**config.mk**
```make
export PLATFORM = sky130hd
export DESIGN_NAME = recent_id_state_tracker
export DESIGN_NICKNAME = d
export VERILOG_FILES = /design/src/design/rits_pkg.sv /design/src/design/recent_id_state_tracker.sv /design/src/design/rits_table.sv /design/src/design/rits_seq.sv
export SDC_FILE = /design/constraint.sdc
export NUM_CORES = 1
export LEC_CHECK = 0
export BUFFER_PORTS_ARGS = -buffer_cell sky130_fd_sc_hd__buf_2
export CAP_MARGIN = 0
export CORE_AREA = 5 5 186 188
export DETAILED_ROUTE_END_ITERATION = 16
export DIE_AREA = 0 0 191 193
export GPL_ROUTABILITY_DRIVEN = 0
export GPL_TIMING_DRIVEN = 0
export PLACE_DENSITY = 0.7
export SLEW_MARGIN = 40
export SYNTH_ARGS = -nofsm -noshare
export SYNTH_HDL_FRONTEND = slang
export SYNTH_SLANG_ARGS = --single-unit
```
**constraint.sdc**
```tcl
create_clock -name clk -period 6.6 [get_ports clk]
set_clock_uncertainty 0.2 [all_clocks]
set_input_delay 0.66 -clock clk [delete_from_list [all_inputs] [get_ports clk]]
set_output_delay 0.66 -clock clk [all_outputs]
set_load 0.03 [all_outputs]
```
**src/design/rits_pkg.sv**
```systemverilog
`default_nettype none

package rits_pkg;

	// opcodes
	localparam logic [1:0] OP_START  = 2'd0;
	localparam logic [1:0] OP_UPDATE = 2'd1;
	localparam logic [1:0] OP_QUERY  = 2'd2;
	localparam logic [1:0] OP_CLEAR  = 2'd3;

	// state codes
	localparam logic [2:0] ST_EMPTY       = 3'd0;
	localparam logic [2:0] ST_NOT_TRACKED = 3'd1;
	localparam logic [2:0] ST_PENDING     = 3'd2;

	// incoming request
	typedef struct packed {
		logic [1:0]  opcode;
		logic [15:0] instance_id;
		logic [3:0]  slot_in;
		logic [2:0]  new_state;
	} cmd_t;

	// outgoing result
	typedef struct packed {
		logic [3:0] slot_out;
		logic [2:0] state_found;
		logic       updated;
	} res_t;

	// table port controls from the sequencer
	typedef struct packed {
		logic rd_en;
		logic id_we;
		logic st_we;
		logic clear;
	} tbl_ctl_t;

endpackage

`default_nettype wire

```
**src/design/recent_id_state_tracker.sv**
```systemverilog
`default_nettype none
// Channel  Direction  Handshake             Payload
// cmd      in         cmd_valid / cmd_stall  rits_pkg::cmd_t (opcode, id, slot, state)
// res      out        res_valid / res_stall  rits_pkg::res_t (slot, state found, updated)
//
// Start and clear go from EXEC straight to DONE; update passes through UPCHK between.
// A query walks the table backward one slot a cycle through the single
// registered read port.
// One request at a time: cmd_stall is high from accept until its result moves
// into the output register; a stalled result holds there.
// Reset empties the table at once through per-entry valid flops; no sweep.

module recent_id_state_tracker #(
	parameter int ENTRIES  = 16,
	parameter int ID_WIDTH = 16
) (
	input  wire             clk,
	input  wire             arst_n,
	input  wire             cmd_valid,
	output logic            cmd_stall,
	input  rits_pkg::cmd_t  cmd,
	output logic            res_valid,
	input  wire             res_stall,
	output rits_pkg::res_t  res
);
	import rits_pkg::*;

	localparam int AW = $clog2(ENTRIES);

	tbl_ctl_t            ctl;
	logic [AW-1:0]       rd_addr;
	logic [AW-1:0]       wr_addr;
	logic [ID_WIDTH-1:0] wr_id;
	logic [2:0]          wr_state;
	logic [ID_WIDTH-1:0] rd_id;
	logic [2:0]          rd_state;
	logic                seq_idle;
	logic                seq_done;
	res_t                seq_res;
	logic                out_free;
	logic                res_valid_q;
	res_t                res_q;

	assign cmd_stall = !seq_idle;
	assign out_free  = !res_valid_q || !res_stall;
	assign res_valid = res_valid_q;
	assign res       = res_q;

	rits_seq #(
		.ENTRIES  (ENTRIES),
		.ID_WIDTH (ID_WIDTH)
	) u_seq (
		.clk      (clk),
		.arst_n   (arst_n),
		.cmd_fire (cmd_valid && seq_idle),
		.cmd      (cmd),
		.out_free (out_free),
		.idle     (seq_idle),
		.done     (seq_done),
		.res      (seq_res),
		.ctl      (ctl),
		.rd_addr  (rd_addr),
		.wr_addr  (wr_addr),
		.wr_id    (wr_id),
		.wr_state (wr_state),
		.rd_id    (rd_id),
		.rd_state (rd_state)
	);

	rits_table #(
		.ENTRIES  (ENTRIES),
		.ID_WIDTH (ID_WIDTH)
	) u_table (
		.clk      (clk),
		.arst_n   (arst_n),
		.ctl      (ctl),
		.rd_addr  (rd_addr),
		.wr_addr  (wr_addr),
		.wr_id    (wr_id),
		.wr_state (wr_state),
		.rd_id    (rd_id),
		.rd_state (rd_state)
	);

	// output register: load a finished result, drop it once taken
	always_ff @(posedge clk or negedge arst_n) begin
		if (!arst_n) begin
			res_valid_q <= 1'b0;
		end else if (seq_done && out_free) begin
			res_valid_q <= 1'b1;
		end else if (!res_stall) begin
			res_valid_q <= 1'b0;
		end
	end

	always_ff @(posedge clk) begin
		if (seq_done && out_free) begin
			res_q <= seq_res;
		end
	end

endmodule

`default_nettype wire

```
**src/design/rits_table.sv**
```systemverilog
`default_nettype none

module rits_table #(
	parameter int ENTRIES  = 16,
	parameter int ID_WIDTH = 16
) (
	input  wire                         clk,
	input  wire                         arst_n,
	input  rits_pkg::tbl_ctl_t          ctl,
	input  wire [$clog2(ENTRIES)-1:0]   rd_addr,
	input  wire [$clog2(ENTRIES)-1:0]   wr_addr,
	input  wire [ID_WIDTH-1:0]          wr_id,
	input  wire [2:0]                   wr_state,
	output logic [ID_WIDTH-1:0]         rd_id,
	output logic [2:0]                  rd_state
);
	import rits_pkg::*;

	logic [ID_WIDTH-1:0] id_mem [ENTRIES];
	logic [2:0]          st_mem [ENTRIES];

	logic [ENTRIES-1:0]  idv_q;
	logic [ENTRIES-1:0]  stv_q;
	logic [ID_WIDTH-1:0] rd_id_q;
	logic [2:0]          rd_st_q;
	logic                idv_rd_q;
	logic                stv_rd_q;

	// write and registered read of the entry memories
	always_ff @(posedge clk) begin
		if (ctl.rd_en) begin
			rd_id_q <= id_mem[rd_addr];
			rd_st_q <= st_mem[rd_addr];
		end
		if (ctl.id_we) begin
			id_mem[wr_addr] <= wr_id;
		end
		if (ctl.st_we) begin
			st_mem[wr_addr] <= wr_state;
		end
	end

	// track written entries; clear empties all states but keeps ids
	always_ff @(posedge clk or negedge arst_n) begin
		if (!arst_n) begin
			idv_q    <= '0;
			stv_q    <= '0;
			idv_rd_q <= 1'b0;
			stv_rd_q <= 1'b0;
		end else begin
			if (ctl.rd_en) begin
				idv_rd_q <= idv_q[rd_addr];
				stv_rd_q <= stv_q[rd_addr];
			end
			if (ctl.clear) begin
				stv_q <= '0;
			end else if (ctl.st_we) begin
				stv_q[wr_addr] <= 1'b1;
			end
			if (ctl.id_we) begin
				idv_q[wr_addr] <= 1'b1;
			end
		end
	end

	// unwritten entries read as zero id and empty state
	assign rd_id    = idv_rd_q ? rd_id_q : '0;
	assign rd_state = stv_rd_q ? rd_st_q : ST_EMPTY;

endmodule

`default_nettype wire

```
**src/design/rits_seq.sv**
```systemverilog
`default_nettype none

module rits_seq #(
	parameter int ENTRIES  = 16,
	parameter int ID_WIDTH = 16
) (
	input  wire                         clk,
	input  wire                         arst_n,
	input  wire                         cmd_fire,
	input  rits_pkg::cmd_t              cmd,
	input  wire                         out_free,
	output logic                        idle,
	output logic                        done,
	output rits_pkg::res_t              res,
	output rits_pkg::tbl_ctl_t          ctl,
	output logic [$clog2(ENTRIES)-1:0]  rd_addr,
	output logic [$clog2(ENTRIES)-1:0]  wr_addr,
	output logic [ID_WIDTH-1:0]         wr_id,
	output logic [2:0]                  wr_state,
	input  wire [ID_WIDTH-1:0]          rd_id,
	input  wire [2:0]                   rd_state
);
	import rits_pkg::*;

	localparam int AW = $clog2(ENTRIES);
	localparam logic [AW-1:0] LAST = AW'(ENTRIES - 1);

	typedef enum logic [4:0] {
		S_IDLE  = 5'b00001,
		S_EXEC  = 5'b00010,
		S_UPCHK = 5'b00100,
		S_WALK  = 5'b01000,
		S_DONE  = 5'b10000
	} seq_state_t;

	seq_state_t          state_q;
	cmd_t                cmd_q;
	res_t                res_q;
	logic [ID_WIDTH-1:0] id_q;
	logic [AW-1:0]       wp_q;
	logic [AW-1:0]       ptr_q;
	logic [AW-1:0]       cnt_q;
	logic                chk_q;

	logic                id_match;
	logic                slot_ok;
	logic [AW-1:0]       slot_addr;

	// shared id comparator, used by update and by every query step
	assign id_match  = (rd_id == id_q);
	assign slot_ok   = 32'(cmd_q.slot_in) < ENTRIES;
	assign slot_addr = AW'(cmd_q.slot_in);

	assign idle = (state_q == S_IDLE);
	assign done = (state_q == S_DONE);
	assign res  = res_q;

	// drive table ports
	always_comb begin
		ctl      = '0;
		rd_addr  = ptr_q;
		wr_addr  = slot_addr;
		wr_id    = id_q;
		wr_state = cmd_q.new_state;
		unique case (state_q)
			S_EXEC: begin
				unique case (cmd_q.opcode)
					OP_START: begin
						ctl.id_we = 1'b1;
						ctl.st_we = 1'b1;
						wr_addr   = wp_q;
						wr_state  = ST_PENDING;
					end
					OP_UPDATE: begin
						ctl.rd_en = slot_ok;
						rd_addr   = slot_addr;
					end
					OP_QUERY: begin
					end
					OP_CLEAR: begin
						ctl.clear = 1'b1;
					end
				endcase
			end
			S_UPCHK: begin
				ctl.st_we = id_match;
			end
			S_WALK: begin
				ctl.rd_en = 1'b1;
			end
			S_IDLE, S_DONE: begin
			end
		endcase
	end

	// sequencer
	always_ff @(posedge clk or negedge arst_n) begin
		if (!arst_n) begin
			state_q <= S_IDLE;
			wp_q    <= '0;
			ptr_q   <= '0;
			cnt_q   <= '0;
			chk_q   <= 1'b0;
		end else begin
			unique case (state_q)
				S_IDLE: begin
					if (cmd_fire) begin
						state_q <= S_EXEC;
					end
				end
				S_EXEC: begin
					unique case (cmd_q.opcode)
						OP_START: begin
							wp_q    <= (wp_q == LAST) ? '0 : wp_q + 1'b1;
							state_q <= S_DONE;
						end
						OP_UPDATE: begin
							state_q <= slot_ok ? S_UPCHK : S_DONE;
						end
						OP_QUERY: begin
							ptr_q   <= (wp_q == '0) ? LAST : wp_q - 1'b1;
							cnt_q   <= '0;
							chk_q   <= 1'b0;
							state_q <= S_WALK;
						end
						OP_CLEAR: begin
							wp_q    <= '0;
							state_q <= S_DONE;
						end
					endcase
				end
				S_UPCHK: begin
					state_q <= S_DONE;
				end
				S_WALK: begin
					// issue the next read each cycle, check the one before
					ptr_q <= (ptr_q == '0) ? LAST : ptr_q - 1'b1;
					chk_q <= 1'b1;
					if (chk_q) begin
						if (rd_state == ST_EMPTY || id_match || cnt_q == LAST) begin
							state_q <= S_DONE;
						end else begin
							cnt_q <= cnt_q + 1'b1;
						end
					end
				end
				S_DONE: begin
					if (out_free) begin
						state_q <= S_IDLE;
					end
				end
			endcase
		end
	end

	// capture request and build the result
	always_ff @(posedge clk) begin
		if (state_q == S_IDLE && cmd_fire) begin
			cmd_q <= cmd;
			id_q  <= ID_WIDTH'(cmd.instance_id);
		end
		if (state_q == S_EXEC) begin
			res_q.slot_out    <= (cmd_q.opcode == OP_START) ? 4'(wp_q) : 4'd0;
			res_q.state_found <= (cmd_q.opcode == OP_QUERY) ? ST_NOT_TRACKED : ST_EMPTY;
			res_q.updated     <= 1'b0;
		end
		if (state_q == S_UPCHK && id_match) begin
			res_q.updated <= 1'b1;
		end
		if (state_q == S_WALK && chk_q && rd_state != ST_EMPTY && id_match) begin
			res_q.state_found <= rd_state;
		end
	end

	// checks
	a_wp_range: assert property (@(posedge clk) disable iff (!arst_n)
		32'(wp_q) < ENTRIES)
		else $error("write pointer beyond table");

	a_id_write_start: assert property (@(posedge clk) disable iff (!arst_n)
		ctl.id_we |-> (state_q == S_EXEC && cmd_q.opcode == OP_START))
		else $error("id written outside start");

	a_upd_only_update: assert property (@(posedge clk) disable iff (!arst_n)
		(done && res_q.updated) |-> (cmd_q.opcode == OP_UPDATE))
		else $error("updated flag on non-update request");

	a_query_nonempty: assert property (@(posedge clk) disable iff (!arst_n)
		(done && cmd_q.opcode == OP_QUERY) |-> (res_q.state_found != ST_EMPTY))
		else $error("query answered empty");

	a_done_hold: assert property (@(posedge clk) disable iff (!arst_n)
		(done && !out_free) |=> (done && $stable(res_q)))
		else $error("result lost while output busy");

endmodule

`default_nettype wire

```
==> results of run 1 <==
## per-layer routing
metal	wire length [um]	vias up	track usage
li1	-	5345	-
met1	18300	5958	0.344
met2	21300	640	0.394
met3	4310	99	0.0531
met4	1390	2	0.0749
met5	13	-	0
## layout make-up
class	count	area [um2]	area share
plain buffers	84	407	0.0203
repair buffers	51	357	0.0178
flip-flops and latches	417	12200	0.611
clock buffers	59	1200	0.0598
well taps	448	561	0.0279
multi-input cells	828	5060	0.252
inverters	22	82.6	0.00412
clock inverters	20	141	0.00705
## cell families after synthesis
kind of cell               count (synthesis)
and+or+nand+nor                          424
adders and majority gates                 11
buffers and inverters                    106
muxes                                     46
DFF                                      417
xor gates and xnor gates                   9
AOI/OAI and AO/OA                        338
## worst max-delay path: cells and delay by family (launching register included)
family	cells	cell delay, ns
simple gates	4	1.56
buf+inv	3	0.83
compound gates	2	0.63
flops	1	0.44
fa+ha+maj	1	0.20
## synthesized netlist by cell type, types with 18 or more instances
master and instances:
nand3_1 101, clkbuf_1 45, or4b_1 19, nor4_1 22, nor2_1 46, nand2_1 131, or2_2 18, buf_2 24
dfrtp_1 52, mux2i_1 41, inv_1 21, edfxtp_1 363, a21oi_1 129, nor3_1 18, o21ai_0 109, o22ai_1 32
## cell usage in the layout (no fill, tap or decap), types with 10 or more instances in the layout
cell type,synthesis,final
a21oi_1,129,128
o21a_1,12,12
and2_1,14,14
or2_2,18,18
o22ai_1,32,32
nand2_1,131,131
nand4b_1,10,10
edfxtp_1,363,363
ha_1,11,11
clkbuf_1,45,57
inv_1,21,20
nand3_1,101,101
or4b_1,19,19
mux2i_1,41,41
nor4_1,22,21
nor3_1,18,17
o21ai_0,109,108
nor2_4,0,16
buf_2,24,61
dfrtp_1,52,52
nor2_1,46,30
clkbuf_16,0,45
## worst max-delay path by stage
| stage | startpoint | end | cells past startpoint |
|---|---|---|---|
| 2_1_floorplan | u_seq.cmd_q[23] | u_table.id_mem[3][0] | 6 |
| 3_3_place_gp | u_seq.cmd_q[23] | u_table.id_mem[3][1] | 6 |
| 3_5_place_dp | u_seq.cmd_q[24] | u_table.rd_st_q[1] | 11 |
| 4_1_cts | u_seq.cmd_q[24] | u_table.rd_id_q[13] | 11 |
| 5_1_grt | u_seq.cmd_q[24] | u_table.rd_id_q[14] | 11 |
| 6_report | u_seq.cmd_q[24] | u_table.rd_id_q[14] | 10 |
## registers in the layout, summed over array words and instances, names as in the netlist, 5 cells and up
name and count:
res 8, u_seq.cmd_q 5, u_seq.res 8, u_seq.state_q 5, u_seq.wr_id 16, u_table.id_mem 256
u_table.idv_q 16, u_table.rd_id_q 16, u_table.st_mem 48, u_table.stv_q 16
## power by group through the flow
stage,logic (mW),registers [mW],clock network [mW]
floorplan,1.51,3.33,0
global placement,2.15,3.36,0
detailed placement,2.23,3.37,0
CTS,2.24,3.32,2.33
global route,2.47,3.34,2.46
finish,2.29,3.32,2.31
==> metrics, run 1 <==
GRT Overall Usage=0.246; Filler cells=2490; post-DP HPWL=31200 um; #FFs+latches synth=417; WHS Path Cells=1; Cell Rows=67; fin util=0.609; number of vias per cell=6.24; CP max FO=10; Hold Crit Start=cmd[13]; Top FF cell, synth=edfxtp_1; chip height=193 um; CP Launch Type=flop; placed cell count=1848; fin crit period=4.12 ns; Vias=12000; Synth Area in Adders=0.00780; total CTS buffers=43; ys async rst share=0.127; syn_area_per_cell=13.1 um2; sequential share of power=0.419; Post-synth EDFFs=363; final setup vio count=0; vias in the first global route=11600; R2R depth=10; largest cells by area after synthesis=edfxtp_1, dfrtp_1, a21oi_1, o21ai_0, nand3_1; reg2reg start=u_seq.cmd_q[24]; Max-Cap Viols=0; Pins Over Slew Limit=0; RSZ-0062 raised after global routing=no; Area growth, synth to finish=13.6%; iteration-0 DRC count of the detailed router=1471; XOR/XNOR share of the synthesized area=0.00447; P_sw=2.69 mW; crit path kind=reg -> reg; combinational cell fraction of total power=0.289; H-tree Lvls=2; largest family of logic cells by synthesized area=simple AND/OR/NAND/NOR gates; Finished Cell Area=20100 um2; Die X=191 um; initial antenna violation count=3; WL/cell=23.5 um; ANT cells=0; run status=finished, final reports clean; final setup margin=2.48 ns; Slew @ Worst Pin=0.901 ns; Final Cycle Share=0.624; Initial DRT Pass Iterations=5; cts repair resizes=0; count of unique library cells instantiated by Yosys=76; sw frac=0.340; leakage=7.02 nW; DRT antenna net count=0; sequential share of the synthesized area=0.694; Die ar.=36900 um2; CTS root buf=clkbuf_16; CP most frequent cell=nor4_1; Remaining DRCs=0; setup tns final=0 ns; compound-gate portion of the synthesized area=0.114; layout net count=1487; multiplexer share of the synthesized area=0.0271; Mapped Nets=1391; grt ovf=0; Internal Pwr Total=5.23 mW; share of cells above drive strength 1=0.136; CP arrival=4.21 ns; Initial Util=0.536; Syn Std Cell Area=17700 um2; PnR Total Power=7.92 mW; Worst EP required=6.69 ns; first-pass GRT wire length=69000 um; hold_buf cts=1; port bufs=38; Final Hold Fails=0; fin cells=1929; critical-path cell list=inv_1, ha_1, nand3b_1, clkbuf_1, nor4_1, a21oi_2, buf_2, a21oi_1, nor4_1, or4b_1; clock-pin slew on the worst setup and hold paths=0.06 ns; CTS Sinks=417; Hold Path Class=in -> reg; Mapped Cells=1351; clock share of power=0.292; Area after DPL=18700 um2; reg2reg end=u_table.rd_id_q[14]; Top-Level Pins=39; maximum vdd drop=0.244 mV; clock latency on the worst-skew pair=0.56 ns; yosys warns=0; CTS tree=done; R2R Setup Slk=2.48 ns; Fmax achieved=243 MHz; Synth Area in Simple Gates=0.125; Yosys top cell area share=0.618; end of the worst hold path=u_seq.wr_id[6]; Power Density=395 nW/um2; worst rel slew slack=0.394; pre-CTS WS=2.67 ns; Core Region=32900 um2; Slowest-stage cell, CP=nor4_1; Crit. End Element=flop; CP max stage delay=0.78 ns; pin count of the biggest net entering global routing=54; DRT Wirelength=45300 um; setup bufs post-CTS=0; hold_ws=0.0674 ns; Synth area leader=edfxtp_1; Longest Clk Path Bufs=3
Power figures use the tool's default switching activity.
==> inputs of run 2 (changes only) <==
--- a/config.mk
+++ b/config.mk
@@ -12,7 +12,7 @@
 export DIE_AREA = 0 0 191 193
 export GPL_ROUTABILITY_DRIVEN = 0
 export GPL_TIMING_DRIVEN = 0
-export PLACE_DENSITY = 0.7
+export PLACE_DENSITY = 0.73
 export SLEW_MARGIN = 40
 export SYNTH_ARGS = -nofsm -noshare
 export SYNTH_HDL_FRONTEND = slang
==> constraint.sdc (replaced) <==
create_clock -name clk -period 3.7 [get_ports clk]
set_clock_uncertainty 0.2 [all_clocks]
set_input_delay 0.37 -clock clk [delete_from_list [all_inputs] [get_ports clk]]
set_output_delay 0.37 -clock clk [all_outputs]
set_load 0.03 [all_outputs]
==> run 2 against run 1 <==
  * Non-clock buffer count rose by 60
  * Worst setup slack worse by 2.4 ns
  * First-iteration DRC count increased by 28%
  * Routed wire length up 3.5%
  * Sequential power increased by 77%
  * Fmax rose by 13%
  * Clock power grew 76%
  * Count of clock-buffer cells in the layout down 2
  * Critical path depth stayed put
  * Final cell count is 2.7% higher
  * Power is 80% higher
  * Largest cell class unchanged
  * Highest routed layer is now met4
==> metrics, run 2 (synthesis gave the netlist of run 1 again) <==
run status=finished, final reports clean; GRT Overall Usage=0.251 (+0.00485); Vias=12400 (+2.7%); Power Density=685 nW/um2 (+74%); Crit. End Element=flop; CP max FO=10 (unchanged); initial antenna violation count=0 (-3); Initial DRT Pass Iterations=6 (+1); Fmax achieved=275 MHz (+13%); Cell Rows=67 (unchanged); grt ovf=0 (unchanged); Largest regs=u_table.id_mem: 256 flops, u_table.st_mem: 48 flops; Final Cycle Share=0.984 (+0.359); max reg flops=256 (unchanged); chip height=193 um (unchanged); CTS tree=done; share of cells above drive strength 1=0.166 (+0.0299); worst rel slew slack=0.455 (+0.0613); H-tree Lvls=2 (unchanged); Die X=191 um (unchanged); CP arrival=3.71 ns (-0.50 ns); DRT antenna net count=0 (unchanged); Initial Util=0.536 (unchanged); fin util=0.630 (+0.0216); Worst EP required=3.77 ns (-2.92 ns); fin crit period=3.64 ns (-0.481 ns); iteration-0 DRC count of the detailed router=1887 (+28%); Slew @ Worst Pin=0.809 ns (-0.0922 ns); Filler cells=2403 (-3.5%); crit path kind=reg -> reg; post-DP HPWL=31100 um (-0.50%); Top-Level Pins=39 (unchanged); clock latency on the worst-skew pair=0.55 ns (about the same); DRT Wirelength=46900 um (+3.5%); commonest non-fill, non-tap cell in the layout=edfxtp_1; Area growth, synth to finish=17.7%; vias in the first global route=12000 (+3.0%); leakage=7.37 nW (+5.0%); number of vias per cell=6.24 (about the same); Core Region=32900 um2 (unchanged); port bufs=38 (unchanged); WL/cell=23.7 um (+0.80%); pin count of the biggest net entering global routing=54 (unchanged); Max-Cap Viols=0 (unchanged); Longest Clk Path Bufs=3 (unchanged); hold_ws=0.219 ns (+0.152 ns); WHS Path Cells=0 (-1); CP Launch Type=flop; commonest non-fill, non-tap cells in the layout=edfxtp_1, nand2_1, a21oi_1; maximum vdd drop=0.494 mV (+100%); Pins Over Slew Limit=0 (unchanged); Remaining DRCs=0 (unchanged); Register Area=12200 um2 (unchanged); layout net count=1545 (+3.9%); first-pass GRT wire length=70600 um (+2.3%); final setup vio count=0 (unchanged); CTS root buf=clkbuf_16; Hold Path Class=reg -> reg; clock-pin slew on the worst setup and hold paths=0.06 ns (about the same); Final Hold Fails=0 (unchanged); area of the multi-input gates=5210 um2 (+2.8%); Reg with most FFs=u_table.id_mem; ANT cells=0 (unchanged); CTS Sinks=417 (unchanged); R2R depth=10 (unchanged); total CTS buffers=41 (-4.7%); Die ar.=36900 um2 (unchanged)
[run 2: cell types whose count changed in the layout (fill, tap and decap cells not counted), moves of 5 or more]
cell / change
dlygate4sd3_1: +27
buf_4: +25
nor4_1: -15
nor4_2: +11
buf_12: +7
clkbuf_1: -7
clkbuf_2: +5
clkinv_2: -5
[run 2: area by class of cell]
| class | count | share of cell area |
|---|---|---|
| timing repair buffer | 111 | 0.0458 |
| sequential | 417 | 0.590 |
| clock inverter | 14 | 0.00795 |
| buffer | 84 | 0.0202 |
| inverter | 22 | 0.00398 |
| multi-input combinational | 828 | 0.251 |
| tap | 448 | 0.0270 |
| clock buffer | 57 | 0.0547 |
[run 2: final timing paths]
kind                                 start                  to  slack (ns)
setup reg to reg           u_seq.cmd_q[24]  u_table.rd_st_q[1]        0.06
hold reg to reg               u_seq.res[2]              res[2]        0.22
hold / removal                u_seq.res[2]              res[2]        0.22
min in group asynchronous           arst_n    u_table.stv_rd_q        0.25
setup / recovery           u_seq.cmd_q[24]  u_table.rd_st_q[1]        0.06
max in group asynchronous           arst_n   u_table.idv_q[13]        2.58
[run 2: critical path, stage by stage (launching register included)]
cell and delay, ns:
edfxtp_1 0.45, inv_1 0.09, ha_1 0.20, and3b_2 0.24, buf_4 0.18, and4_1 0.23
a31oi_4 0.41, buf_2 0.33, a21oi_1 0.09, nor4_2 0.48, or4b_1 0.48
[run 2: what timing repair did]
item                                    in CTS  in global routing
pin swaps                                    0                  3
buffers inserted                            16                 18
hold buffers                                28                  0
resized for setup                           16                 24
endpoints found under the setup margin      25                 64
endpoints found under the hold margin       79                  0
[run 2: power breakdown]
part           internal (mW)  switching, mW
Clock                   2.35           1.72
Sequential              5.63          0.265
Combinational           1.45           2.81
Total                   9.44           4.79
[run 2: through the flow]
| step | setup slack (ns) | std cells | TNS, ns | cell area (um2) | total power [mW] |
|---|---|---|---|---|---|
| global route | -0.00471 | 1981 | -0.00471 | 20800 | 14.8 |
| CTS | 0.00288 | 1963 | 0 | 20500 | 14.1 |
| floorplan | 0.589 | 1351 | 0 | 17700 | 8.63 |
| global placement | -0.714 | 1837 | -27.57 | 18400 | 9.80 |
| detailed placement | -0.204 | 1848 | -2.10 | 18700 | 9.98 |
| finish | 0.0605 | 1981 | 0 | 20800 | 14.2 |
[run 2: per-layer routing]
layer,up-vias,track usage,wire (um)
li1,5436,-,-
met1,6094,0.343,18000
met2,718,0.412,22700
met3,116,0.0493,4910
met4,0,0.0793,1320
met5,-,0,0
==> inputs of run 3 (changes only) <==
--- a/config.mk
+++ b/config.mk
@@ -8,6 +8,7 @@
 export BUFFER_PORTS_ARGS = -buffer_cell sky130_fd_sc_hd__buf_2
 export CAP_MARGIN = 0
 export CORE_AREA = 5 5 186 188
+export CTS_BUF_LIST = sky130_fd_sc_hd__clkbuf_16
 export DETAILED_ROUTE_END_ITERATION = 16
 export DIE_AREA = 0 0 191 193
 export GPL_ROUTABILITY_DRIVEN = 0
==> run 3 against run 2 <==
  * Design area fell by 0.32%
  * Largest cell class unchanged
  * Fmax up 0.18%
  * Largest power group unchanged
  * Count of clock-buffer cells in the layout is 16 lower
  * Via count about the same
==> metrics, run 3 (synthesis gave the netlist of run 1 again) <==
run status=finished, final reports clean; crit path kind=reg -> reg; Cell Rows=67 (unchanged); setup tns final=0 ns (unchanged); Largest regs=u_table.id_mem: 256 flops, u_table.st_mem: 48 flops; Remaining DRCs=0 (unchanged); Hold Path Class=reg -> reg; fin util=0.628 (-0.00205); WL/cell=23.6 um (about the same); CTS Sinks=417 (unchanged); Worst Setup SP=u_seq.cmd_q[24]; port bufs=38 (unchanged); CP max stage delay=0.48 ns (about the same); Core Region=32900 um2 (unchanged); commonest non-fill, non-tap cells in the layout=edfxtp_1, nand2_1, a21oi_1; Final Hold Fails=0 (unchanged); Finished Cell Area=20700 um2 (-0.32%); total CTS buffers=41 (unchanged); CP bufs+invs=3 (unchanged); share of cells above drive strength 1=0.167 (+0.000761); Worst EP required=3.78 ns (about the same); Reg with most FFs=u_table.id_mem; Top-Level Pins=39 (unchanged); reg2reg start=u_seq.cmd_q[24]; Area after DPL=18700 um2 (unchanged); final setup margin=0.0671 ns (+0.00668 ns); final setup vio count=0 (unchanged); Longest Clk Path Bufs=3 (unchanged); critical-path cell list=inv_1, ha_1, and3b_1, buf_4, and4_1, a31oi_4, buf_2, a21oi_1, nor4_2, or4b_1; Slowest-stage cell, CP=or4b_1; Area growth, synth to finish=17.3%; Fmax achieved=275 MHz (+0.18%); end of the worst hold path=res[2]; Pins Over Slew Limit=0 (unchanged); Initial DRT Pass Iterations=6 (unchanged); DRT Wirelength=46800 um (-0.15%); reg2reg end=u_table.rd_st_q[1]; first-pass GRT wire length=70600 um (unchanged); ANT cells=0 (unchanged); WHS Path Cells=0 (unchanged); vias in the first global route=12000 (-0.18%); commonest non-fill, non-tap cell in the layout=edfxtp_1; DRT antenna net count=0 (unchanged); Die X=191 um (unchanged); H-tree Lvls=2 (unchanged); CP Launch Type=flop; max reg flops=256 (unchanged); iteration-0 DRC count of the detailed router=1786 (-5.4%); chip height=193 um (unchanged); pin count of the biggest net entering global routing=54 (unchanged); leakage=7.40 nW (+0.41%); R2R depth=10 (unchanged); fin crit period=3.63 ns (-0.00668 ns); worst rel slew slack=0.460 (+0.00461); Slew @ Worst Pin=0.810 ns (+0.00163 ns); Crit. End Element=flop; Vias=12400 (-0.0081%); PnR Total Power=14.1 mW (-0.97%); pre-CTS WS=-0.204 ns (unchanged); Final Cycle Share=0.982 (-0.00180); CP arrival=3.71 ns (about the same); Crit path max-delay family=simple AND/OR/NAND/NOR gates; clock-pin slew on the worst setup and hold paths=0.07 ns (about the same); CP max FO=10 (unchanged); maximum vdd drop=0.488 mV (-1.2%); grt ovf=0 (unchanged); GRT Overall Usage=0.251 (about the same); post-DP HPWL=31100 um (unchanged); number of vias per cell=6.24 (about the same); clock latency on the worst-skew pair=0.55 ns (about the same); initial antenna violation count=1 (+1); Die ar.=36900 um2 (unchanged); CTS root buf=clkbuf_16; Critical Path Stages=10 (unchanged); layout net count=1544 (-0.065%); Hold Crit Start=u_seq.res[2]; CTS tree=done; R2R Setup Slk=0.07 ns (about the same); Power Density=681 nW/um2 (-0.65%); Initial Util=0.536 (unchanged); Max-Cap Viols=0 (unchanged)
-- run 3: cell count changes in the layout (fill, tap and decap cells not counted), sizes merged --
cell	delta
buf	-1
clkbuf	-16
inv	+16
-- run 3: worst max path at each step --
stage,end,slack [ns]
detailed placement,u_table.rd_id_q[13],-0.20
global route,u_table.rd_id_q[13],-0.002
global placement,u_table.id_mem[3][0],-0.71
CTS,u_table.st_mem[13][1],0.003
floorplan,u_table.id_mem[3][0],0.59
finish,u_table.rd_st_q[1],0.07
-- run 3: timing repair --
action | in CTS | in global routing
cloned | 0 | 0
hold buffers | 28 | 0
gates resized for setup | 16 | 32
endpoints found under the setup margin | 25 | 64
hold endpoints to repair | 79 | 0
setup buffers | 16 | 17
pin swaps | 0 | 5
-- run 3: per-layer routing --
layer	vias up	routed length, um	GRT usage	share of wire
met5	-	0	0	0
met1	6117	18000	0.343	0.39
met2	686	22700	0.414	0.48
li1	5442	-	-	-
met4	0	1340	0.0779	0.029
met3	118	4750	0.0477	0.10
-- run 3: area by class of cell --
type,count,area [um2]
clock inverter,30,225
buffer,84,424
fill,2411,12200
sequential,417,12200
inverter,22,82.6
multi-input combinational,828,5200
clock buffer,41,1030
tap,448,561
timing repair buffer,110,931
-- run 3: where the power goes --
part | total, mW | internal [mW] | switching [mW]
Sequential | 5.90 | 5.63 | 0.266
Clock | 3.94 | 2.22 | 1.72
Combinational | 4.25 | 1.45 | 2.80
Total | 14.1 | 9.30 | 4.79
-- run 3: stage by stage --
stage	hold WS [ns]	instances
finish	0.219	1980
global route	0.226	1980
CTS	0.219	1963
detailed placement	0.205	1848
global placement	0.204	1837
floorplan	-0.126	1351
